### src/rtl/pvm_pkg.sv
// shared types, constants and the fade gain table for the pcm voice mixer
// no dependencies; imported by every rtl module of the mixer
package pvm_pkg;

   localparam int NUM_VOICES      = 32;
   localparam int VOICE_BITS      = 5;
   localparam int VOICE_DEPTH     = 8192;
   localparam int SIDX_BITS       = 13;
   localparam int LEN_BITS        = 14;
   localparam int PENDING_DEPTH   = 3;
   localparam int PCNT_BITS       = 2;
   localparam int GAIN_TABLE_SIZE = 256;
   localparam int GAIN_BITS       = 8;
   localparam int STEP_BITS       = 3;
   localparam int POS_BITS        = 25;
   localparam int FADE_BITS       = 24;
   localparam int SAMPLE_BITS     = 16;
   localparam int ADDR_BITS       = VOICE_BITS + SIDX_BITS;
   localparam int STORE_DEPTH     = NUM_VOICES * VOICE_DEPTH;
   localparam int VSUM_BITS       = VOICE_BITS + SAMPLE_BITS + 1;
   localparam int SUM_BITS        = VSUM_BITS + 16;
   localparam int PROD_BITS       = 33;
   localparam int EXP_SCALE       = 544265;
   localparam logic [15:0] GAIN_UNITY = 16'd32767;
   localparam logic [FADE_BITS-1:0] FADE_MAX = {FADE_BITS{1'b1}};

   localparam logic [2:0] REQ_LOAD        = 3'd0;
   localparam logic [2:0] REQ_LENGTH      = 3'd1;
   localparam logic [2:0] REQ_TRIGGER     = 3'd2;
   localparam logic [2:0] REQ_TICK        = 3'd3;
   localparam logic [2:0] REQ_MUSIC_START = 3'd4;
   localparam logic [2:0] REQ_MUSIC_STOP  = 3'd5;
   localparam logic [2:0] REQ_FADE_START  = 3'd6;

   localparam logic [1:0] REG_LOOP_START   = 2'd0;
   localparam logic [1:0] REG_LOOP_END     = 2'd1;
   localparam logic [1:0] REG_LOOPING      = 2'd2;
   localparam logic [1:0] REG_SOUND_ENABLE = 2'd3;

   typedef enum logic [2:0] {
      OP_LOAD, OP_LENGTH, OP_TRIGGER, OP_TICK,
      OP_MUSIC_START, OP_MUSIC_STOP, OP_FADE_START, OP_NONE
   } op_type;

   typedef enum logic [2:0] {
      ST_IDLE, ST_DIV, ST_GAIN, ST_VOICE, ST_DRAIN, ST_MUL, ST_SAT, ST_OUT
   } back_state_type;

   typedef struct packed {
      op_type                   op;
      logic [VOICE_BITS-1:0]    voice;
      logic [SIDX_BITS-1:0]     sidx;
      logic signed [15:0]       sval;
      logic [LEN_BITS-1:0]      vlen;
      logic signed [15:0]       ml;
      logic signed [15:0]       mr;
      logic                     chunk;
      logic [FADE_BITS-1:0]     fade;
   } cmd_type;

   typedef struct packed {
      logic [POS_BITS-1:0] loop_start;
      logic [POS_BITS-1:0] loop_end;
      logic                looping;
      logic                sound_enable;
   } cfg_type;

   typedef logic [15:0] gain_table_type [GAIN_TABLE_SIZE];

   function automatic logic [63:0] isqrt64(logic [63:0] n_in);
      logic [63:0] n;
      logic [63:0] r;
      logic [63:0] b;
      n = n_in;
      r = 64'd0;
      b = 64'd1 << 62;
      for (int j = 0; j < 32; j++) begin
         if (b > n) b = b >> 2;
      end
      for (int j = 0; j < 32; j++) begin
         if (b != 64'd0) begin
            if (n >= r + b) begin
               n = n - (r + b);
               r = (r >> 1) + b;
            end else begin
               r = r >> 1;
            end
            b = b >> 2;
         end
      end
      return r;
   endfunction

   function automatic gain_table_type build_gain_table();
      gain_table_type t;
      logic [63:0] roots [16];
      logic [63:0] e;
      logic [63:0] acc;
      logic [63:0] g;
      logic [15:0] f;
      int          sh;
      roots[0] = isqrt64(64'd1 << 59);
      for (int b = 1; b < 16; b++) roots[b] = isqrt64(roots[b-1] << 30);
      for (int i = 0; i < GAIN_TABLE_SIZE; i++) begin
         e   = (64'(i) * 64'(EXP_SCALE)) / GAIN_TABLE_SIZE;
         f   = e[15:0];
         sh  = 15 + int'(e >> 16);
         acc = 64'd1 << 30;
         for (int b = 0; b < 16; b++) begin
            if (f[15-b]) acc = (acc * roots[b]) >> 30;
         end
         g = (sh < 63) ? ((acc + (64'd1 << (sh - 1))) >> sh) : 64'd0;
         t[i] = (g > 64'd32767) ? GAIN_UNITY : g[15:0];
      end
      return t;
   endfunction

   localparam gain_table_type GAIN_TABLE = build_gain_table();

endpackage

### src/rtl/pvm_queue.sv
// two-entry command queue between the front end and the mixing engine
// depends on pvm_pkg
module pvm_queue (
   input  logic             clock,
   input  logic             reset,
   input  logic             push,
   input  pvm_pkg::cmd_type push_data,
   input  logic             pop,
   output pvm_pkg::cmd_type pop_data,
   output logic             full,
   output logic             empty
);
   import pvm_pkg::*;

   cmd_type    mem_ff [2];
   logic       wptr_ff;
   logic       rptr_ff;
   logic [1:0] cnt_ff;

   assign full     = (cnt_ff == 2'd2);
   assign empty    = (cnt_ff == 2'd0);
   assign pop_data = mem_ff[rptr_ff];

   always_ff @(posedge clock) begin
      if (push) mem_ff[wptr_ff] <= push_data;
   end

   always_ff @(posedge clock) begin
      if (reset) begin
         wptr_ff <= 1'b0;
         rptr_ff <= 1'b0;
         cnt_ff  <= 2'd0;
      end else begin
         if (push) wptr_ff <= !wptr_ff;
         if (pop)  rptr_ff <= !rptr_ff;
         cnt_ff <= cnt_ff + {1'b0, push} - {1'b0, pop};
      end
   end
endmodule

### config.mk
export PLATFORM = sky130hd
export DESIGN_NAME = pvm_queue
export DESIGN_NICKNAME = d
export VERILOG_FILES = /design/src/rtl/pvm_pkg.sv /design/src/rtl/pvm_queue.sv
export SDC_FILE = /design/constraint.sdc
export NUM_CORES = 1
export LEC_CHECK = 0
export ABC_CLOCK_PERIOD_IN_PS = 7600
export BUFFER_PORTS_ARGS = -buffer_cell sky130_fd_sc_hd__buf_2
export CAP_MARGIN = 5
export CORE_UTILIZATION = 52
export CTS_CLUSTER_SIZE = 28
export DETAILED_ROUTE_END_ITERATION = 7
export PLACE_DENSITY = 0.82
export SYNTH_ARGS = -nofsm -noshare
export SYNTH_HDL_FRONTEND = slang
export SYNTH_SLANG_ARGS = --single-unit
### constraint.sdc
create_clock -name clock -period 7.6 [get_ports clock]
set_clock_uncertainty 0.15 [all_clocks]
set_input_delay 0.38 -clock clock [delete_from_list [all_inputs] [get_ports clock]]
set_output_delay 0.38 -clock clock [all_outputs]
set_load 0.005 [all_outputs]
# Word level (Yosys, flattened, before mapping)
# Memories as Yosys holds them, arrays and structs flattened. A register that Yosys moved wholly into a read port is not among the register bits.
# Cells that the tools add are included.
# word_totals
register_bits	4
ram_bits	216
inputBits	112
output_inout_bits	110
elab_cells	14
n_memories	1
# mem_list
memory	words	word_bits	rd	rd_clocked_by_memory_dff	write_ports	line	text
mem_ff	2	108	1	1	1	pvm_queue.sv:15	cmd_type mem_ff [2];
# op_classes
add_sub_neg	2
n_eq_ne	1
n_mux	4
n_reduce_logical	3
# ops
operator	n
$mux 1	4
$add 2x1->2	1
$eq 2x2->1 const B	1
$logic_not 1->1	2
$logic_not 2->1	1
$sub 2x1->2	1

# Logic depth before layout (Yosys ltp)
# logic_depth
ltp_word	3
mapped_depth	6
depth_no_buf	6

# Worst setup path after synthesis
# No wires, ideal clock.
# synth_timing
kind	register -> register
startpoint	register wptr_ff
endpoint	memory mem_ff[0][0] (netlist name) (enable)
setup_time_ns	0.589
t_arrival_ns	5.106
t_required_ns	6.861
setup_slack_ns	1.755
stages_incl_launch_ff	2
path_buffers	0
period_less_slack_ns	5.845
cell_sequence	dfxtp_1 -> nor2b_1
# synth_rtl
item	line	text
start, declared	pvm_queue.sv:16	logic wptr_ff;
start signal, assigned	pvm_queue.sv:34	if (push) wptr_ff <= !wptr_ff;
end, declared	pvm_queue.sv:15	
# Straight into the memory's write port.

==> metrics.md <==
| Metric | Value |
|---|---|
| Layout cells sized above 1 | 0.510 |
| Clock buffer depth | 3 |
| H-tree depth | 1 |
| Standard-cell rows | 45 |
| Fill cells | 891 |
| Gr ovfl total | 0 |
| Slowest stage delay, CP | 780 ps |
| Crit path launch type | register |
| Synth area leaders | edfxtp_1 (80%), mux2_2 (12%), mux2_4 (3.7%) |
| Count leader, synth | edfxtp_1 |
| Synth-to-layout area growth | 38.6% |
| Status | finished, final reports clean |
| Vias in the first global route | 5035 |
| CTS tree | built |
| Area leader, netlist | edfxtp_1 |
| Register area | 6590 um2 |
| Final max-slew violation count | 0 |
| Initial DRT Pass Iterations | 4 |
| Cell count after synthesis | 357 |
| Crit path buffers/inverters | 2 |
| Multi-input logic area | 1410 um2 |
| Final min period | 3260 ps |
| Peak VDD IR | 0.264 mV |
| Critical path arrival | 2730 ps |
| Synth top cells by count | edfxtp_1 (216), mux2_2 (88), mux2_4 (20) |
| EDFF count, synth | 216 |
| Cts repair resizes | 0 |
| Power density over the cells | 255 nW/um2 |
| ANT nets after route | 0 |
| Die area | 16000 um2 |
| Sequential share of the synthesized area | 0.815 |
| Ys async rst share | 0 |
| Placer Congestion | 0.702 |
| Worst reg2reg path startpoint | wptr_ff$_SDFFE_PP0P_ |
| Via-per-instance ratio | 5.07 |
| Critical path endpoint category | output pin |
| Clk_lat worst skew | 490 ps |
| Post-DP HPWL | 9.56 mm |
| Core ar. | 15200 um2 |
| Final Hold Vio Count | 0 |
| CP Data Required Time | 7070 ps |
| Primary FF master, synth | edfxtp_1 |
| CP top delay family | buffers and inverters |
| Die X | 127 um |
| Post-synthesis cell area | 8080 um2 |
| RSZ-0062 raised after global routing | no |
| Effective utilization at floorplan | 0.531 |
| I/O Buffers | 221 |
| Setup tns final | 0 ps |
| Detailed Route Iter0 Violations | 282 |
| Post-Syn Area per Cell | 22.6 um2 |
| Part of the cycle the worst path needs | 0.429 |
| Seq cells post-synth | 221 |
| Power Total | 2.85 mW |
| Initial antenna violation count | 1 |
| Ys Warns | 0 |
| Largest net degree at the start of global routing | 65 |
| Chip height | 127 um |
| Crit path kind | reg2out |
| First-pass GRT wire length | 25.7 mm |
| Critical path cell sequence | buf_4 -> mux2_2 -> buf_2 |
| Total GRT Usage | 0.212 |
| Leak | 4.32 nW |
| Routed WL | 17.0 mm |
| Final net count | 818 |
| DRC violations left | 0 |
| Wirelength per Cell | 18.7 um |
| Worst hold start | pop |
| Worst-Margin Slew | 918 ps |
| Boundary Pins | 222 |
| HP Class | in2reg |
| Syn Nets | 471 |
| Vias | 4606 |
| Setup violations, final | 0 |
| Max Cap Viol | 0 |
| CTS buffer count | 23 |
| Clk root buf | clkbuf_16 |
| F_max | 307 MHz |
| Critical path's slowest cell | buf_4 |
| Clk slew on worst S/H paths | 60 ps |
| Worst Path Max Fanout | 64 |
| Cell variety after synth | 13 |
| Max-slew headroom | 0.388 |
| CTS Sinks | 221 |
| Yosys top cell area share | 0.803 |
==> flip-flops by register name (all words and copies together) (netlist names), named ones only <==
register / count
mem_ff: 216
cnt_ff: 2
rptr_ff: 1
wptr_ff: 1
==> area by class of cell <==
type / count / area share
sequential: 221 / 0.588
timing repair buffer: 334 / 0.199
multi-input combinational: 122 / 0.126
clock buffer: 24 / 0.0517
tap: 188 / 0.0210
clock inverter: 16 / 0.0133
inverter: 2 / 0.000670
antenna: 1 / 0.000223
==> layout by cell type, fill, tap and decap left out, types with 3 or more instances in the layout <==
| master | netlist | layout |
|---|---|---|
| clkinv_1 | 0 | 8 |
| edfxtp_1 | 216 | 216 |
| buf_2 | 8 | 221 |
| dfxtp_1 | 5 | 4 |
| dlygate4sd3_1 | 0 | 109 |
| clkbuf_16 | 0 | 23 |
| bufinv_16 | 0 | 3 |
| clkinv_2 | 0 | 4 |
| buf_4 | 0 | 4 |
| mux2_4 | 20 | 20 |
| nor2_1 | 5 | 5 |
| mux2_2 | 88 | 88 |
==> final timing paths <==
path | to | slack (ps) | depth (start not counted)
min | rptr_ff$_SDFFE_PP0P_ | 70 | 3
min reg2reg | rptr_ff$_SDFFE_PP0P_ | 410 | 2
max reg2reg | mem_ff[1][72]$_DFFE_PP_ | 5220 | 2
max | pop_data[32] | 4340 | 3
==> per-stage QoR <==
stage / setup WS, ps / utilization / instances / cell area (um2) / hold WS [ps]
after global routing: 4200 / 0.737 / 908 / 11200 / 90.6
after floorplan: 1750 / - / 357 / 8080 / 302
final: 4340 / 0.737 / 908 / 11200 / 67.2
after CTS: 4330 / 0.737 / 907 / 11200 / 50.4
after global placement: 4870 / 0.617 / 758 / 9380 / 341
after detailed placement: 4850 / 0.617 / 758 / 9380 / 380
==> metal layers <==
layer	up-vias	part of all wire	global-route usage
met5	-	0	0
met4	0	0.023	0.0567
met3	37	0.070	0.0603
met2	198	0.53	0.397
met1	2264	0.38	0.234
li1	2107	-	-
==> cell families after synthesis <==
kind of cell,count (synthesis),synth area share
xor+xnor,3,0.00496
fa+ha+maj,2,0.00310
buf+inv,14,0.0115
flops,221,0.815
mux,108,0.160
simple gates,9,0.00542
==> worst register-to-register path: stages (launching register included) <==
cell and delay (ps):
dfxtp_1 420, and2_4 640, buf_4 760
==> repair_timing <==
action,in CTS,in global routing
hold buffers,109,0
endpoints found under the hold margin,221,0
buffers inserted,0,0
==> power breakdown <==
part | internal [mW] | leakage, nW | switching (mW) | total (mW)
sequential | 1.42 | 2.07 | 0.0301 | 1.45
clock | 0.651 | 0.360 | 0.432 | 1.08
combinational | 0.180 | 1.89 | 0.137 | 0.317
Power figures use the tool's default switching activity.
