==> src/rtl/pvm_pkg.sv <==
// shared types, constants and the fade gain table for the pcm voice mixer
// no dependencies; imported by every rtl module of the mixer
package pvm_pkg;

   localparam int NUM_VOICES      = 32;
   localparam int VOICE_BITS      = 5;
   localparam int VOICE_DEPTH     = 8192;
   localparam int SIDX_BITS       = 13;
   localparam int LEN_BITS        = 14;
   localparam int PENDING_DEPTH   = 3;
   localparam int PCNT_BITS       = 2;
   localparam int GAIN_TABLE_SIZE = 256;
   localparam int GAIN_BITS       = 8;
   localparam int STEP_BITS       = 3;
   localparam int POS_BITS        = 25;
   localparam int FADE_BITS       = 24;
   localparam int SAMPLE_BITS     = 16;
   localparam int ADDR_BITS       = VOICE_BITS + SIDX_BITS;
   localparam int STORE_DEPTH     = NUM_VOICES * VOICE_DEPTH;
   localparam int VSUM_BITS       = VOICE_BITS + SAMPLE_BITS + 1;
   localparam int SUM_BITS        = VSUM_BITS + 16;
   localparam int PROD_BITS       = 33;
   localparam int EXP_SCALE       = 544265;
   localparam logic [15:0] GAIN_UNITY = 16'd32767;
   localparam logic [FADE_BITS-1:0] FADE_MAX = {FADE_BITS{1'b1}};

   localparam logic [2:0] REQ_LOAD        = 3'd0;
   localparam logic [2:0] REQ_LENGTH      = 3'd1;
   localparam logic [2:0] REQ_TRIGGER     = 3'd2;
   localparam logic [2:0] REQ_TICK        = 3'd3;
   localparam logic [2:0] REQ_MUSIC_START = 3'd4;
   localparam logic [2:0] REQ_MUSIC_STOP  = 3'd5;
   localparam logic [2:0] REQ_FADE_START  = 3'd6;

   localparam logic [1:0] REG_LOOP_START   = 2'd0;
   localparam logic [1:0] REG_LOOP_END     = 2'd1;
   localparam logic [1:0] REG_LOOPING      = 2'd2;
   localparam logic [1:0] REG_SOUND_ENABLE = 2'd3;

   typedef enum logic [2:0] {
      OP_LOAD, OP_LENGTH, OP_TRIGGER, OP_TICK,
      OP_MUSIC_START, OP_MUSIC_STOP, OP_FADE_START, OP_NONE
   } op_type;

   typedef enum logic [2:0] {
      ST_IDLE, ST_DIV, ST_GAIN, ST_VOICE, ST_DRAIN, ST_MUL, ST_SAT, ST_OUT
   } back_state_type;

   typedef struct packed {
      op_type                   op;
      logic [VOICE_BITS-1:0]    voice;
      logic [SIDX_BITS-1:0]     sidx;
      logic signed [15:0]       sval;
      logic [LEN_BITS-1:0]      vlen;
      logic signed [15:0]       ml;
      logic signed [15:0]       mr;
      logic                     chunk;
      logic [FADE_BITS-1:0]     fade;
   } cmd_type;

   typedef struct packed {
      logic [POS_BITS-1:0] loop_start;
      logic [POS_BITS-1:0] loop_end;
      logic                looping;
      logic                sound_enable;
   } cfg_type;

   typedef logic [15:0] gain_table_type [GAIN_TABLE_SIZE];

   function automatic logic [63:0] isqrt64(logic [63:0] n_in);
      logic [63:0] n;
      logic [63:0] r;
      logic [63:0] b;
      n = n_in;
      r = 64'd0;
      b = 64'd1 << 62;
      for (int j = 0; j < 32; j++) begin
         if (b > n) b = b >> 2;
      end
      for (int j = 0; j < 32; j++) begin
         if (b != 64'd0) begin
            if (n >= r + b) begin
               n = n - (r + b);
               r = (r >> 1) + b;
            end else begin
               r = r >> 1;
            end
            b = b >> 2;
         end
      end
      return r;
   endfunction

   function automatic gain_table_type build_gain_table();
      gain_table_type t;
      logic [63:0] roots [16];
      logic [63:0] e;
      logic [63:0] acc;
      logic [63:0] g;
      logic [15:0] f;
      int          sh;
      roots[0] = isqrt64(64'd1 << 59);
      for (int b = 1; b < 16; b++) roots[b] = isqrt64(roots[b-1] << 30);
      for (int i = 0; i < GAIN_TABLE_SIZE; i++) begin
         e   = (64'(i) * 64'(EXP_SCALE)) / GAIN_TABLE_SIZE;
         f   = e[15:0];
         sh  = 15 + int'(e >> 16);
         acc = 64'd1 << 30;
         for (int b = 0; b < 16; b++) begin
            if (f[15-b]) acc = (acc * roots[b]) >> 30;
         end
         g = (sh < 63) ? ((acc + (64'd1 << (sh - 1))) >> sh) : 64'd0;
         t[i] = (g > 64'd32767) ? GAIN_UNITY : g[15:0];
      end
      return t;
   endfunction

   localparam gain_table_type GAIN_TABLE = build_gain_table();

endpackage

==> src/rtl/pvm_csr.sv <==
// apb-style register block: loop points, looping and sound enable
// depends on pvm_pkg
module pvm_csr (
   input  logic            clock,
   input  logic            reset,
   input  logic            psel,
   input  logic            penable,
   input  logic            pwrite,
   input  logic [3:0]      paddr,
   input  logic [31:0]     pwdata,
   output logic [31:0]     prdata,
   output logic            pready,
   output pvm_pkg::cfg_type cfg
);
   import pvm_pkg::*;

   cfg_type cfg_ff;
   logic    wr;

   assign wr     = psel && penable && pwrite;
   assign pready = 1'b1;
   assign cfg    = cfg_ff;

   always_ff @(posedge clock) begin
      if (reset) begin
         cfg_ff.loop_start   <= '0;
         cfg_ff.loop_end     <= '0;
         cfg_ff.looping      <= 1'b0;
         cfg_ff.sound_enable <= 1'b1;
      end else if (wr) begin
         unique case (paddr[3:2])
            REG_LOOP_START:   cfg_ff.loop_start   <= pwdata[POS_BITS-1:0];
            REG_LOOP_END:     cfg_ff.loop_end     <= pwdata[POS_BITS-1:0];
            REG_LOOPING:      cfg_ff.looping      <= pwdata[0];
            REG_SOUND_ENABLE: cfg_ff.sound_enable <= pwdata[0];
         endcase
      end
   end

   always_comb begin
      unique case (paddr[3:2])
         REG_LOOP_START:   prdata = {{(32-POS_BITS){1'b0}}, cfg_ff.loop_start};
         REG_LOOP_END:     prdata = {{(32-POS_BITS){1'b0}}, cfg_ff.loop_end};
         REG_LOOPING:      prdata = {31'd0, cfg_ff.looping};
         REG_SOUND_ENABLE: prdata = {31'd0, cfg_ff.sound_enable};
      endcase
   end
endmodule

==> config.mk <==
export PLATFORM = sky130hd
export DESIGN_NAME = pvm_csr
export DESIGN_NICKNAME = d
export VERILOG_FILES = /design/src/rtl/pvm_pkg.sv /design/src/rtl/pvm_csr.sv
export SDC_FILE = /design/constraint.sdc
export NUM_CORES = 1
export LEC_CHECK = 0
export BUFFER_PORTS_ARGS = -buffer_cell sky130_fd_sc_hd__buf_4
export CAP_MARGIN = 10
export CORE_ASPECT_RATIO = 0.7
export CORE_MARGIN = 2
export CORE_UTILIZATION = 30
export CTS_CLUSTER_DIAMETER = 60
export DETAILED_ROUTE_END_ITERATION = 12
export HOLD_SLACK_MARGIN = 0.06
export PLACE_DENSITY_LB_ADDON = 0.3
export SYNTH_ARGS = -nofsm -noshare
export SYNTH_HDL_FRONTEND = slang
export SYNTH_SLANG_ARGS = --single-unit
==> constraint.sdc <==
create_clock -name clock -period 2.1 [get_ports clock]
set_input_delay 0.105 -clock clock [delete_from_list [all_inputs] [get_ports clock]]
set_output_delay 0.105 -clock clock [all_outputs]
set_load 0.02 [all_outputs]
---- Yosys cells after proc, flatten, opt, wreduce, memory -nomap -nowiden ----
Index checks and enable logic that the tools add are counted.
operators by class
  equality and inequality tests ........... 3
  multiplexer cells ....................... 1
  reductions and logical operators ........ 7
operators with widths
  cell                number
  $pmux 32 s4         1
  $reduce_and 2->1    4
  $eq 2x2->1 const B  2
  $eq 2x1->1 const B  1
  $logic_and 1x1->1   2
  $logic_not 2->1     1
word-level totals
  register bits after elaboration ......... 52
  output and inout port bits .............. 85
  logic and storage cells ................. 15

---- Logic depth before layout (Yosys ltp) ----
  depth in word-level cells ............... 3
  mapped depth ............................ 5

---- Worst setup path before layout ----
Ideal clock, no wire load.
  path type ............................... input to output
  start point ............................. input port paddr[2]
  end point ............................... output port prdata[10]
  arrival time ............................ 1027 ps
  required time ........................... 1995 ps
  path slack .............................. 968 ps
  stages on the path ...................... 5
  path buffers ............................ 3
  cells stage by stage .................... buf_2 buf_4 buf_4 mux2i_1 nor2_1
between the ends
  word-level cells in the longest chain between the ends .. 2
  elaborated cells on any way between the ends .. 5
ends and longest elaborated chain
  what                                      RTL line       source
  start, declared                           pvm_csr.sv:9   input logic [3:0] paddr,
  $eq 2x2->1, or another cell as far along  pvm_csr.sv:41  unique case (paddr[3:2])
  $pmux 32 s4 (*)                           pvm_csr.sv:41
  end, declared                             pvm_csr.sv:11  output logic [31:0] prdata,
Every way passes the cells marked *; elsewhere a longest branch is shown, timed or not. The select of a mux whose other input is x is not followed.

---- Final worst setup path ----
  start point ............................. input port paddr[2]
  end point ............................... output port prdata[0]
The elaborated chain is that of the path after synthesis.

==> metrics <==
Top cell by count, worst path=buf_4; fin crit period=1409 ps; number of setup buffers added after CTS=0; area delta synth->final=36.98%; Worst Max-Slew Pin Slew=approximately 570 ps; post-route ant nets=0; Core Area=8513 um2; worst vdd ir=~0.00031 V; Crit. End Element=primary output; post_cts resized=0; Final Power=slightly above 2000 uW; Mean Syn Cell Area=9.949 um2; top cell type's share of synthesized area=39.19%; ys async rst share=0%; ys flop type=dfxtp_1; busiest grt layer=met2; outcome=complete, no violations; CTS Buf Count=5; Clock power frac=39.6%; slowest cell on the critical path=mux4_2; Pre-antenna DRT Iters=6; end of the worst register-to-register path=cfg[0]; ant diodes=0; area of the mapped netlist=2656 um2; most common cell after layout, fill and taps aside=buf_4; Synth area leader=dfxtp_1; PortBufs=108; setup tns final=0 ps; Clock Path Buffers=2; gr usage total=12.95%; max_cap viols=0; vias per cell=4.320; Buf+Inv Stages, Crit Path=2; CTS tree=done; Sink Count=52; Worst R2R Path Depth=2; Fin Hold WS=106.3 ps; Skew-Pair Late Insertion Delay=280 ps; IO Pins=between 100 and 150; Hold Path Stages=3; setup repair after global routing missed its margin=no; Post-route DRC=0; FF+latch count, synth=52; synth top area cells=dfxtp_1, mux2i_1, nand2b_1, nor2_1, buf_4; Min-Delay Path Class=primary input to flop; Max stage delay on crit path=between 500 and 600 ps; Critical Path AT=1300 ps; register area share after synthesis=~39%; Starting Density=31.20%; hold endpoint=cfg[3]; crit start category=primary input; initial antenna violation count=0; Hold Buf Count CTS=0; number of flops mapped to enable cells by yosys=0; crit path cell chain=buf_4 > mux4_2 > buf_4; FP Rows=28; P_leak=0.001744 uW; final WL=6.435 mm; Worst R2R Start=cfg[0]; crit path max fanout=32; Synth Instances=267; vias in the first global route=1969; 1st-iter DRT viols=71; hold wc startpoint=pwdata[1]; nets=405; fill count=between 800 and 900; switching share of power=a little under a quarter; most frequent cells in the layout=buf_4, nand2b_1, mux2i_1; pwr dens=between 500 and 600 nW/um2; Pint=around 1600 uW; slew margin rel.=62.20%; clock slew at reported path FFs=~70 ps; final design utilization=42.74%; met2 usage=20.41%; Net Sw Power=482.9 uW; sequential share of power=48.8%; GR met1 Demand/Resource=18.14%; H-tree depth=2; Worst Path Required=2000 ps; critical path type=primary input to primary output; die width=116.5 um; period utilization=about two thirds; GRT Residual Overflow=0; met3 usage=3.358%; combinational share of power=11.6%; die area=around 9600 um2; post-synthesis cell type count=19; DR WL/cell=13.27 um; CTS Root Buffer Type=clkbuf_16; Clock Skews=0 ps; r2r setup slk=roughly 1400 ps; Slew Limit Fails=0; CP delay by family, top=buffers and inverters; Die H=82.73 um; first-pass GRT wire length=between 9 and 10 mm; HPWL after DPL=4.496 mm; number of synthesis warnings=0; Max Fclk=0.7099 GHz; max FFs per register=52; Final Hold Viols=0; final setup violation count=0; routed vias=roughly 2100; layout cells sized above 1=between 30% and 40%; largest net degree at the start of global routing=79; GP Congestion=between 0.7 and 0.8
[per-stage QoR]
step / std cells / worst slack (ps) / cell area, um2
after floorplan: 273 / 967.9 / 2679
after global placement: 477 / 687.1 / 3490
after detailed placement: 477 / 682.3 / 3490
after CTS: 485 / 683.3 / 3638
after global routing: 485 / 649.7 / 3638
final: 485 / 691.4 / 3638
[cell families after synthesis]
group | after synthesis | synth area share, %
simple gates | 108 | 24.26
mux | 76 | 29.11
flops | 52 | 39.19
buf+inv | 27 | 6.500
compound gates | 2 | 0.6596
other cells | 2 | 0.2827
[worst max path at each step]
stage / from / end / depth (start not counted)
4_1_cts: paddr[2] / prdata[0] / 3
5_1_grt: paddr[2] / prdata[0] / 3
3_3_place_gp: paddr[2] / prdata[0] / 3
6_report: paddr[2] / prdata[0] / 3
3_5_place_dp: paddr[2] / prdata[0] / 3
2_1_floorplan: paddr[2] / prdata[10] / 5
[power by group through the flow]
stage / sequential, uW / clock, uW / combinational [uW]
finish: 1010 / 818 / 239
global route: 1010 / 894 / 259
CTS: 1010 / 857 / 242
detailed placement: 1030 / 0 / 242
global placement: 1030 / 0 / 238
floorplan: 1050 / 0 / 146
[cell usage after synthesis, drive strengths merged (2+ instances only)]
master	n
nand2b	76
clkbuf	9
buf	18
nor2	25
mux2i	75
nand3b	2
conb	2
dfxtp	52
[worst register-to-register path, cell delays in order (launching register included)]
cell and delay, ps:
dfxtp_1 330, a311oi_1 200, a41oi_1 60
[area by class of cell]
cell class	count	area, um2	share of cell area (%)
Timing Repair Buffer	111	833.3	22.90
Sequential cell	52	1041	28.61
Multi-Input combinational cell	194	1465	40.27
Clock inverter	2	10.01	0.2751
Tap cell	120	150.1	4.127
Clock buffer	6	138.9	3.817
[routing by layer]
| layer | vias to the layer above | part of all wire (%) |
|---|---|---|
| met5 | - | 0 |
| met4 | 0 | 0.28 |
| met3 | 2 | 5.8 |
| met2 | 53 | 44 |
| met1 | 981 | 50 |
| li1 | 1059 | - |
Power figures use the tool's default switching activity.
