--- src/rtl/pvm_pkg.sv ---
// shared types, constants and the fade gain table for the pcm voice mixer
// no dependencies; imported by every rtl module of the mixer
package pvm_pkg;

   localparam int NUM_VOICES      = 32;
   localparam int VOICE_BITS      = 5;
   localparam int VOICE_DEPTH     = 8192;
   localparam int SIDX_BITS       = 13;
   localparam int LEN_BITS        = 14;
   localparam int PENDING_DEPTH   = 3;
   localparam int PCNT_BITS       = 2;
   localparam int GAIN_TABLE_SIZE = 256;
   localparam int GAIN_BITS       = 8;
   localparam int STEP_BITS       = 3;
   localparam int POS_BITS        = 25;
   localparam int FADE_BITS       = 24;
   localparam int SAMPLE_BITS     = 16;
   localparam int ADDR_BITS       = VOICE_BITS + SIDX_BITS;
   localparam int STORE_DEPTH     = NUM_VOICES * VOICE_DEPTH;
   localparam int VSUM_BITS       = VOICE_BITS + SAMPLE_BITS + 1;
   localparam int SUM_BITS        = VSUM_BITS + 16;
   localparam int PROD_BITS       = 33;
   localparam int EXP_SCALE       = 544265;
   localparam logic [15:0] GAIN_UNITY = 16'd32767;
   localparam logic [FADE_BITS-1:0] FADE_MAX = {FADE_BITS{1'b1}};

   localparam logic [2:0] REQ_LOAD        = 3'd0;
   localparam logic [2:0] REQ_LENGTH      = 3'd1;
   localparam logic [2:0] REQ_TRIGGER     = 3'd2;
   localparam logic [2:0] REQ_TICK        = 3'd3;
   localparam logic [2:0] REQ_MUSIC_START = 3'd4;
   localparam logic [2:0] REQ_MUSIC_STOP  = 3'd5;
   localparam logic [2:0] REQ_FADE_START  = 3'd6;

   localparam logic [1:0] REG_LOOP_START   = 2'd0;
   localparam logic [1:0] REG_LOOP_END     = 2'd1;
   localparam logic [1:0] REG_LOOPING      = 2'd2;
   localparam logic [1:0] REG_SOUND_ENABLE = 2'd3;

   typedef enum logic [2:0] {
      OP_LOAD, OP_LENGTH, OP_TRIGGER, OP_TICK,
      OP_MUSIC_START, OP_MUSIC_STOP, OP_FADE_START, OP_NONE
   } op_type;

   typedef enum logic [2:0] {
      ST_IDLE, ST_DIV, ST_GAIN, ST_VOICE, ST_DRAIN, ST_MUL, ST_SAT, ST_OUT
   } back_state_type;

   typedef struct packed {
      op_type                   op;
      logic [VOICE_BITS-1:0]    voice;
      logic [SIDX_BITS-1:0]     sidx;
      logic signed [15:0]       sval;
      logic [LEN_BITS-1:0]      vlen;
      logic signed [15:0]       ml;
      logic signed [15:0]       mr;
      logic                     chunk;
      logic [FADE_BITS-1:0]     fade;
   } cmd_type;

   typedef struct packed {
      logic [POS_BITS-1:0] loop_start;
      logic [POS_BITS-1:0] loop_end;
      logic                looping;
      logic                sound_enable;
   } cfg_type;

   typedef logic [15:0] gain_table_type [GAIN_TABLE_SIZE];

   function automatic logic [63:0] isqrt64(logic [63:0] n_in);
      logic [63:0] n;
      logic [63:0] r;
      logic [63:0] b;
      n = n_in;
      r = 64'd0;
      b = 64'd1 << 62;
      for (int j = 0; j < 32; j++) begin
         if (b > n) b = b >> 2;
      end
      for (int j = 0; j < 32; j++) begin
         if (b != 64'd0) begin
            if (n >= r + b) begin
               n = n - (r + b);
               r = (r >> 1) + b;
            end else begin
               r = r >> 1;
            end
            b = b >> 2;
         end
      end
      return r;
   endfunction

   function automatic gain_table_type build_gain_table();
      gain_table_type t;
      logic [63:0] roots [16];
      logic [63:0] e;
      logic [63:0] acc;
      logic [63:0] g;
      logic [15:0] f;
      int          sh;
      roots[0] = isqrt64(64'd1 << 59);
      for (int b = 1; b < 16; b++) roots[b] = isqrt64(roots[b-1] << 30);
      for (int i = 0; i < GAIN_TABLE_SIZE; i++) begin
         e   = (64'(i) * 64'(EXP_SCALE)) / GAIN_TABLE_SIZE;
         f   = e[15:0];
         sh  = 15 + int'(e >> 16);
         acc = 64'd1 << 30;
         for (int b = 0; b < 16; b++) begin
            if (f[15-b]) acc = (acc * roots[b]) >> 30;
         end
         g = (sh < 63) ? ((acc + (64'd1 << (sh - 1))) >> sh) : 64'd0;
         t[i] = (g > 64'd32767) ? GAIN_UNITY : g[15:0];
      end
      return t;
   endfunction

   localparam gain_table_type GAIN_TABLE = build_gain_table();

endpackage

--- src/rtl/pvm_req_if.sv ---
// request channel of the pcm voice mixer: valid, ready and one request beat
// no dependencies
interface pvm_req_if;
   logic              valid;
   logic              ready;
   logic [2:0]        req_type;
   logic [4:0]        voice;
   logic [12:0]       sample_index;
   logic signed [15:0] sample_value;
   logic [13:0]       voice_length;
   logic signed [15:0] music_left;
   logic signed [15:0] music_right;
   logic              chunk_start;
   logic [23:0]       fade_frames;

   modport source (output valid, req_type, voice, sample_index, sample_value, voice_length,
                   music_left, music_right, chunk_start, fade_frames, input ready);
   modport sink (input valid, req_type, voice, sample_index, sample_value, voice_length,
                 music_left, music_right, chunk_start, fade_frames, output ready);
endinterface

--- src/rtl/pvm_front.sv ---
// front end: accepts request beats, decodes the request code, clamps lengths
// depends on pvm_pkg and pvm_req_if
module pvm_front (
   pvm_req_if.sink         req,
   input  logic            q_full,
   output logic            q_push,
   output pvm_pkg::cmd_type q_data
);
   import pvm_pkg::*;

   op_type op;

   always_comb begin
      unique case (req.req_type)
         REQ_LOAD:        op = OP_LOAD;
         REQ_LENGTH:      op = OP_LENGTH;
         REQ_TRIGGER:     op = OP_TRIGGER;
         REQ_TICK:        op = OP_TICK;
         REQ_MUSIC_START: op = OP_MUSIC_START;
         REQ_MUSIC_STOP:  op = OP_MUSIC_STOP;
         REQ_FADE_START:  op = OP_FADE_START;
         default:         op = OP_NONE;
      endcase
   end

   assign req.ready = !q_full;
   // unknown codes are consumed and dropped here
   assign q_push    = req.valid && !q_full && (op != OP_NONE);

   always_comb begin
      q_data.op    = op;
      q_data.voice = req.voice;
      q_data.sidx  = req.sample_index;
      q_data.sval  = req.sample_value;
      q_data.vlen  = (req.voice_length > LEN_BITS'(VOICE_DEPTH)) ?
                     LEN_BITS'(VOICE_DEPTH) : req.voice_length;
      q_data.ml    = req.music_left;
      q_data.mr    = req.music_right;
      q_data.chunk = req.chunk_start;
      q_data.fade  = req.fade_frames;
   end
endmodule

--- src/flat_wrapper.sv ---
// flat-port wrapper written by rule: the top's interface ports become plain ports
module pvm_front_flat import pvm_pkg::*;
  (q_full, q_push, q_data, req_valid, req_req_type, req_voice, req_sample_index, req_sample_value, req_voice_length, req_music_left, req_music_right, req_chunk_start, req_fade_frames, req_ready);
  pvm_req_if req_i ();
  input  logic q_full;
  output logic q_push;
  output pvm_pkg::cmd_type q_data;
  input wire logic [$bits(req_i.valid)-1:0] req_valid;
  input wire logic [$bits(req_i.req_type)-1:0] req_req_type;
  input wire logic [$bits(req_i.voice)-1:0] req_voice;
  input wire logic [$bits(req_i.sample_index)-1:0] req_sample_index;
  input wire logic [$bits(req_i.sample_value)-1:0] req_sample_value;
  input wire logic [$bits(req_i.voice_length)-1:0] req_voice_length;
  input wire logic [$bits(req_i.music_left)-1:0] req_music_left;
  input wire logic [$bits(req_i.music_right)-1:0] req_music_right;
  input wire logic [$bits(req_i.chunk_start)-1:0] req_chunk_start;
  input wire logic [$bits(req_i.fade_frames)-1:0] req_fade_frames;
  output wire logic [$bits(req_i.ready)-1:0] req_ready;
  assign req_i.valid = req_valid;
  assign req_i.req_type = req_req_type;
  assign req_i.voice = req_voice;
  assign req_i.sample_index = req_sample_index;
  assign req_i.sample_value = req_sample_value;
  assign req_i.voice_length = req_voice_length;
  assign req_i.music_left = req_music_left;
  assign req_i.music_right = req_music_right;
  assign req_i.chunk_start = req_chunk_start;
  assign req_i.fade_frames = req_fade_frames;
  assign req_ready = req_i.ready;
  pvm_front u_core (.req(req_i), .q_full(q_full), .q_push(q_push), .q_data(q_data));
endmodule
--- config.mk ---
export PLATFORM = sky130hd
export DESIGN_NAME = pvm_front_flat
export DESIGN_NICKNAME = d
export VERILOG_FILES = /design/src/rtl/pvm_pkg.sv /design/src/rtl/pvm_req_if.sv /design/src/rtl/pvm_front.sv /design/src/flat_wrapper.sv
export SDC_FILE = /design/constraint.sdc
export NUM_CORES = 1
export LEC_CHECK = 0
export ABC_AREA = 0
export CORE_AREA = 10 10 77 79
export DETAILED_ROUTE_END_ITERATION = 12
export DIE_AREA = 0 0 87 89
export DONT_BUFFER_PORTS = 1
export PLACE_DENSITY = 0.33
export SKIP_LAST_GASP = 1
export SYNTH_ARGS = -nofsm -noshare
export SYNTH_HDL_FRONTEND = slang
export SYNTH_SLANG_ARGS = --single-unit
--- constraint.sdc ---
create_clock -name vclk -period 0.94
set_clock_uncertainty 0.15 [all_clocks]
set_input_delay 0.094 -clock vclk [all_inputs]
set_output_delay 0.094 -clock vclk [all_outputs]
set_load 0.03 [all_outputs]
### Word level (Yosys, flattened, before mapping)

Cells that the tools add are included.

| word-level totals | value |
|---|---|
| register bits after elaboration | 0 |
| input port bits | 110 |
| output and inout bits | 110 |
| logic and storage cells | 14 |

| operators by class | value |
|---|---|
| multiplexer cells | 2 |
| equal/unequal tests | 7 |
| reductions and logical operators | 4 |
| $lt $le $gt $ge | 1 |

Operators by type and width:

| kind | number |
|---|---|
| 3-bit case mux with 7 select lines | 1 |
| 14-bit greater-than comparator, second input constant | 1 |
| 14-bit 2-to-1 mux | 1 |
| 3-bit == test, second input constant | 3 |
| 3-bit by 2-bit == test with 1-bit output, second input constant | 2 |
| 3-bit by 1-bit == test with 1-bit output, second input constant | 1 |
| 3-bit zero test | 1 |
| 3-bit inequality test, second input constant | 1 |
| 1-bit logical AND | 2 |
| 1-bit zero test | 1 |

### Depth between registers and ports, before layout

Gate-level depths: netlist of run 1.

| logic depth | value |
|---|---|
| word-level depth | 4 |
| mapped depth | 2 |

### Worst setup path after synthesis of run 1

Ideal clock, no wire load.

| path | value |
|---|---|
| path type | input -> output |
| start | in q_full |
| end | out q_push |
| slack | 0.024 ns |
| required time | 0.696 ns |
| cell stages on the path | 2 |
| arrival | 0.672 ns |
| cell sequence | inv_1 > and3_1 |

| on the way | value |
|---|---|
| word-level cells in the longest chain between the ends | 3 |

RTL lines:

| item | line | RTL |
|---|---|---|
| start, declared | flat_wrapper.sv:5 | `input logic q_full;` |
| 1-bit zero test | pvm_front.sv:28 | `assign q_push = req.valid && !q_full && (op != OP_NONE);` |
| 1-bit logical AND (2 in series) | pvm_front.sv:28 |  |
| end, declared | flat_wrapper.sv:6 | `output logic q_push;` |

No other way between the ends.

### Worst setup path in the final report of run 1

| path | value |
|---|---|
| start | in req_req_type[1] |
| end | out q_push |

| on the way | value |
|---|---|
| word-level cells in the longest chain between the ends | 4 |
| elaborated cells between the ends (all ways) | 10 |
| those cells by class | 7 x eq/ne; 1 x mux; 2 x reduce/logical |

RTL lines:

| item | line | RTL |
|---|---|---|
| start, declared | flat_wrapper.sv:9 | `input wire logic [$bits(req_i.req_type)-1:0] req_req_type;` |
| 3-bit == test, or another cell as far along | pvm_front.sv:14 | `unique case (req.req_type)` |
| 3-bit case mux with 7 select lines * | pvm_front.sv:14 |  |
| 3-bit inequality test * | pvm_front.sv:28 |  |
| 1-bit logical AND * | pvm_front.sv:28 |  |

Every way passes the cells marked *; elsewhere a longest branch is shown, timed or not.

==> flow_summary.toml, run 1 <==
[outcome]
status = "completed"

[timing]
fmax_ghz = 1.39
setup_viol = 0
rsz0062_at_grt = "no"
hold_slack_ns = 0.0380
tightest_slew_ns = 0.378
final_max_slew_viol_count = 0
period_needed_ns = 0.719
hold_viol = 0
fin_crit_sh = 0.765
max-slew-margin-rel = 0.747
setup_tns_ns = 0

[power_and_ir_drop]
powerDensity_nw_per_um2 = 572
power_mw = 0.127
vdd_ir_drop_max_uv = 55.5
p_leak_nw = 0.0819

[synthesis]
synth_area_um2 = 827
synth_top_family_by_area = "buffers and inverters"
synth_xor_area_frac = 0
synthAdderAreaFrac = 0
synth-simple-area-share = 0.138
yosysSeqAreaShare = 0
yosys-top-cells-count = "buf_4 (91), nor2b_2 (7), clkbuf_1 (4)"
syn_avg_cell_area_um2 = 7.38
yosysTopAreaCellShare = 0.826
yosys_warnings = 0
synth_compound_area_frac = 0
synth_fp_nets = 222
yosysMostFrequentCell = "buf_4"
syn-instance-count = 112
synthDistinctLibCells = 9
synthMuxAreaShare = 0
synth_area_leaders = "buf_4 (83%), nor2b_2 (7.4%), and2b_1 (2.7%)"
synth_top_cell_by_area = "buf_4"

[global_route]
first_global_vias = 359
antenna_found_initial = 0
grt_pass1_wl_um = 2550
track_usage = 0.0432
grt_max_degree = 15
overflow = 0

[floorplan]
fp.dieH_um = 89
row_count = 25
die_x_um = 87
die_area_um2 = 7740
core-area_um2 = 4540
start_util = 0.182
ioPinCount = 220

[placement]
port_buffers = 0
dpl_cell_area_um2 = 223
gp_congestion = 0.560

[cts]
ctsResizeCount = 0
ctsHoldBuffers = 0
post_cts_buffers = 0

[drt]
vias = 266
drc = 0
wl_per_cell_um = 28.5
drt_iter0_drc = 1
dr.pass1.iters = 2
via_per_inst = 3.55
ant_nets = 0
routed_wl_um = 2130

[flow_run]
drv_cap = 0

[critical_path]
worstSetupStartpointType = "input pin"
crit_path_max_incr_delay_ns = 0.17
path_max_fanout = 2
crit_family = "simple AND/OR/NAND/NOR gates"
cp-end-kind = "output port"
crit_type = "in2out"
crit_slowest_cell = "and3_1"
cp.arrival_ns = 0.48
critPathBufInv = 1
crit_chain = "nand3_1 -> and3_1 -> buf_4"
cp.required_ns = 0.70

[cells_and_area]
fill_cells = 529
nClkBuffers = 0
fin_area_um2 = 223
n_antenna_cell = 0
final_layout_size_suffix_gt1_frac = 0.571
seq_cells = 0
area_delta_synth_final_pct = -73.1
regArea_um2 = 0
num-nets-final = 133

[hold_path]
min_from = "req_fade_frames[17]"
hold_depth = 0
whs_endpoint = "q_data[17]"
hp-class = "in2out"
area by class of cell:
cell class,count,area [um^2],share of cell area
Timing Repair Buffer,5,37.5,0.169
Tap cell,54,67.6,0.303
Inverter,1,3.75,0.0169
Multi-Input combinational cell,15,114,0.511
metal layers:
layer,global-route usage,vias to the layer above,part of all wire
met2,0.0486,53,0.33
li1,-,59,-
met1,0.0223,94,0.17
met3,0.0419,60,0.28
met4,0.102,0,0.22
met5,0,-,0
report_power, final:
| group | internal [mW] | leakage [nW] | switching (mW) | total, mW |
|---|---|---|---|---|
| logic | 0.0369 | 0.0819 | 0.0905 | 0.127 |
| clock network | 0 | 0 | 0 | 0 |
| registers | 0 | 0 | 0 | 0 |
through the flow:
| step | utilization | setup slack (ns) | cells |
|---|---|---|---|
| after floorplan | - | 0.0242 | 112 |
| after CTS | 0.0491 | 0.216 | 75 |
| final | 0.0491 | 0.221 | 75 |
| after global routing | 0.0491 | 0.185 | 75 |
| after detailed placement | 0.0491 | 0.216 | 75 |
| after global placement | 0.0491 | 0.212 | 75 |
worst max-delay path by stage:
| stage | from | endpoint | slack, ns | cells after the start |
|---|---|---|---|---|
| final | req_req_type[1] | q_push | 0.22 | 3 |
| after CTS | req_req_type[1] | q_push | 0.22 | 3 |
| after detailed placement | req_req_type[1] | q_push | 0.22 | 3 |
| after floorplan | q_full | q_push | 0.02 | 2 |
| after global routing | req_req_type[1] | q_push | 0.19 | 3 |
| after global placement | req_req_type[1] | q_push | 0.21 | 3 |
cells in the final DEF, fill, tap and decap left out:
cell type | synthesis | routed
nor2b_2 | 7 | 7
inv_1 | 1 | 1
nand3_1 | 1 | 1
nor2b_1 | 3 | 3
and3_1 | 1 | 1
buf_4 | 91 | 5
and2b_1 | 3 | 3
cell families (layout without fill, tap and decap cells):
family / Yosys count / in the layout
and+or+nand+nor: 15 / 15
buffers and inverters: 97 / 6
Note: power is estimated with default switching activity, not from simulation.
==> run 2, diff against run 1 <==
--- a/config.mk
+++ b/config.mk
@@ -5,12 +5,12 @@
 export SDC_FILE = /design/constraint.sdc
 export NUM_CORES = 1
 export LEC_CHECK = 0
-export ABC_AREA = 0
-export CORE_AREA = 10 10 77 79
+export ABC_AREA = 1
+export CORE_AREA = 10 10 76 78
 export DETAILED_ROUTE_END_ITERATION = 12
-export DIE_AREA = 0 0 87 89
+export DIE_AREA = 0 0 86 88
 export DONT_BUFFER_PORTS = 1
-export PLACE_DENSITY = 0.33
+export PLACE_DENSITY = 0.36
 export SKIP_LAST_GASP = 1
 export SYNTH_ARGS = -nofsm -noshare
 export SYNTH_HDL_FRONTEND = slang
==> constraint.sdc (replaced) <==
create_clock -name vclk -period 0.8
set_clock_uncertainty 0.15 [all_clocks]
set_input_delay 0.08 -clock vclk [all_inputs]
set_output_delay 0.08 -clock vclk [all_outputs]
set_load 0.03 [all_outputs]
==> flow_summary.toml, run 2 <==
[power_and_ir_drop]
vdd_ir_drop_max_uv = 63.9
power_mw = 0.235
p_leak_nw = 0.194
powerDensity_nw_per_um2 = 440

[drt]
wl_per_cell_um = 23.6
ant_nets = 0
via_per_inst = 4.15
drc = 0
dr.pass1.iters = 2
vias = 427
drt_iter0_drc = 3
routed_wl_um = 2430

[critical_path]
cp-end-kind = "output port"
cp.arrival_ns = 0.87
worstSetupEndpoint = "q_data[62]"
path_depth = 7
cp.required_ns = 0.57
critPathBufInv = 2
worstSetupStartpointType = "input pin"
crit_slowest_cell = "buf_12"
crit_family = "simple AND/OR/NAND/NOR gates"
cp-startpoint = "req_voice_length[12]"
path_max_fanout = 7
crit_path_max_incr_delay_ns = 0.16
crit_type = "in2out"
crit_chain = "nor2_4 -> nand2_2 -> nor2_4 -> nand2_2 -> buf_12 -> a21oi_4 -> buf_6"

[timing]
worst_slack_ns = -0.300
hold_viol = 0
fmax_ghz = 0.909
setup_viol = 13
period_needed_ns = 1.10
fin_crit_sh = 1.37
rsz0062_at_grt = "yes"
max-slew-margin-rel = 0.815
hold_slack_ns = 0.0100
tightest_slew_ns = 0.277
final_max_slew_viol_count = 0

[cells_and_area]
final_layout_size_suffix_gt1_frac = 0.667
seq_cells = 0
mostFrequentLayoutCell = "a21oi_4"
num-nets-final = 163
regArea_um2 = 0
n_antenna_cell = 0
mostFrequentLayoutCells = "a21oi_4 (13), inv_1 (12), nor2_4 (6)"
nClkBuffers = 0
area_delta_synth_final_pct = -42.6
final_util = 0.125

[synthesis]
yosysMostFrequentCell = "buf_4"
yosysSeqAreaShare = 0
yosys-top-cells-count = "buf_4 (91), inv_1 (15), a21oi_2 (10)"
yosys_warnings = 0
syn-instance-count = 139
synth_fp_nets = 249
synth_area_leaders = "buf_4 (73%), a21oi_2 (9.4%), inv_1 (6.0%)"
yosysTopAreaCellShare = 0.732
synthDistinctLibCells = 12
syn_avg_cell_area_um2 = 6.72
synth_area_um2 = 933
synth_top_cell_by_area = "buf_4"

[cts]
ctsHoldBuffers = 0
post_cts_buffers = 0

[flow_run]
drv_cap = 0

[global_route]
met2_usage = 0.0886
grt_pass1_wl_um = 3110
met1_usage = 0.0293
grt_max_degree = 15
first_global_vias = 438
grt.busiest_layer = "met2"
overflow = 0
track_usage = 0.0525
globalRouteMet3Util = 0.0520
antenna_found_initial = 0

[floorplan]
ioPinCount = 220
die_x_um = 86
row_count = 24
fp.dieH_um = 88
start_util = 0.217
core-area_um2 = 4290
die_area_um2 = 7570

[outcome]
status = "finished with violations"
violations = "setup timing"

[hold_path]
hp-class = "in2out"
hold_depth = 0

[placement]
dpl.hpwl_um = 2210
port_buffers = 0
gp_congestion = 0.619
==> run 2: cell families after synthesis <==
family | synth area share
compound gates | 0.110
simple gates | 0.0643
buf+inv | 0.826
==> run 2: per-layer routing <==
| layer | routed length (um) | up-vias |
|---|---|---|
| met5 | 0 | - |
| met4 | 243 | 0 |
| met3 | 596 | 38 |
| met2 | 1180 | 75 |
| met1 | 413 | 169 |
| li1 | - | 145 |
==> run 2: worst min path at each step <==
stage,start,end,slack (ns)
after floorplan,req_voice_length[13],q_data[62],0.11
after global placement,req_music_right[9],q_data[34],0.01
after detailed placement,req_music_right[9],q_data[34],0.01
after CTS,req_music_right[9],q_data[34],0.01
after global routing,req_music_right[0],q_data[25],0.01
final,req_music_left[10],q_data[51],0.01
==> run 2: cell type report <==
| type | instances | area [um^2] |
|---|---|---|
| multi-input combinational | 27 | 319 |
| inverter | 15 | 56.3 |
| fill | 495 | 3760 |
| timing repair buffer | 9 | 95.1 |
| tap | 52 | 65.1 |
==> run 2: where the power goes <==
group | switching [mW] | internal (mW)
logic | 0.147 | 0.0883
clock network | 0 | 0
registers | 0 | 0
==> run 2: through the flow <==
stage	cells	instance area, um^2	worst slack [ns]	setup TNS [ns]
after global routing	103	536	-0.363	-4.22
after CTS	103	500	-0.327	-3.99
after floorplan	139	1050	-0.284	-3.28
after detailed placement	103	463	-0.361	-4.37
after global placement	103	463	-0.367	-4.48
final	103	536	-0.300	-3.55
==> run 2: repair_timing <==
item	4_1_cts	5_1_grt
resized for setup	9	7
pin swaps	7	7
setup endpoints to repair	13	13
gates cloned	0	0
endpoints found under the hold margin	0	0
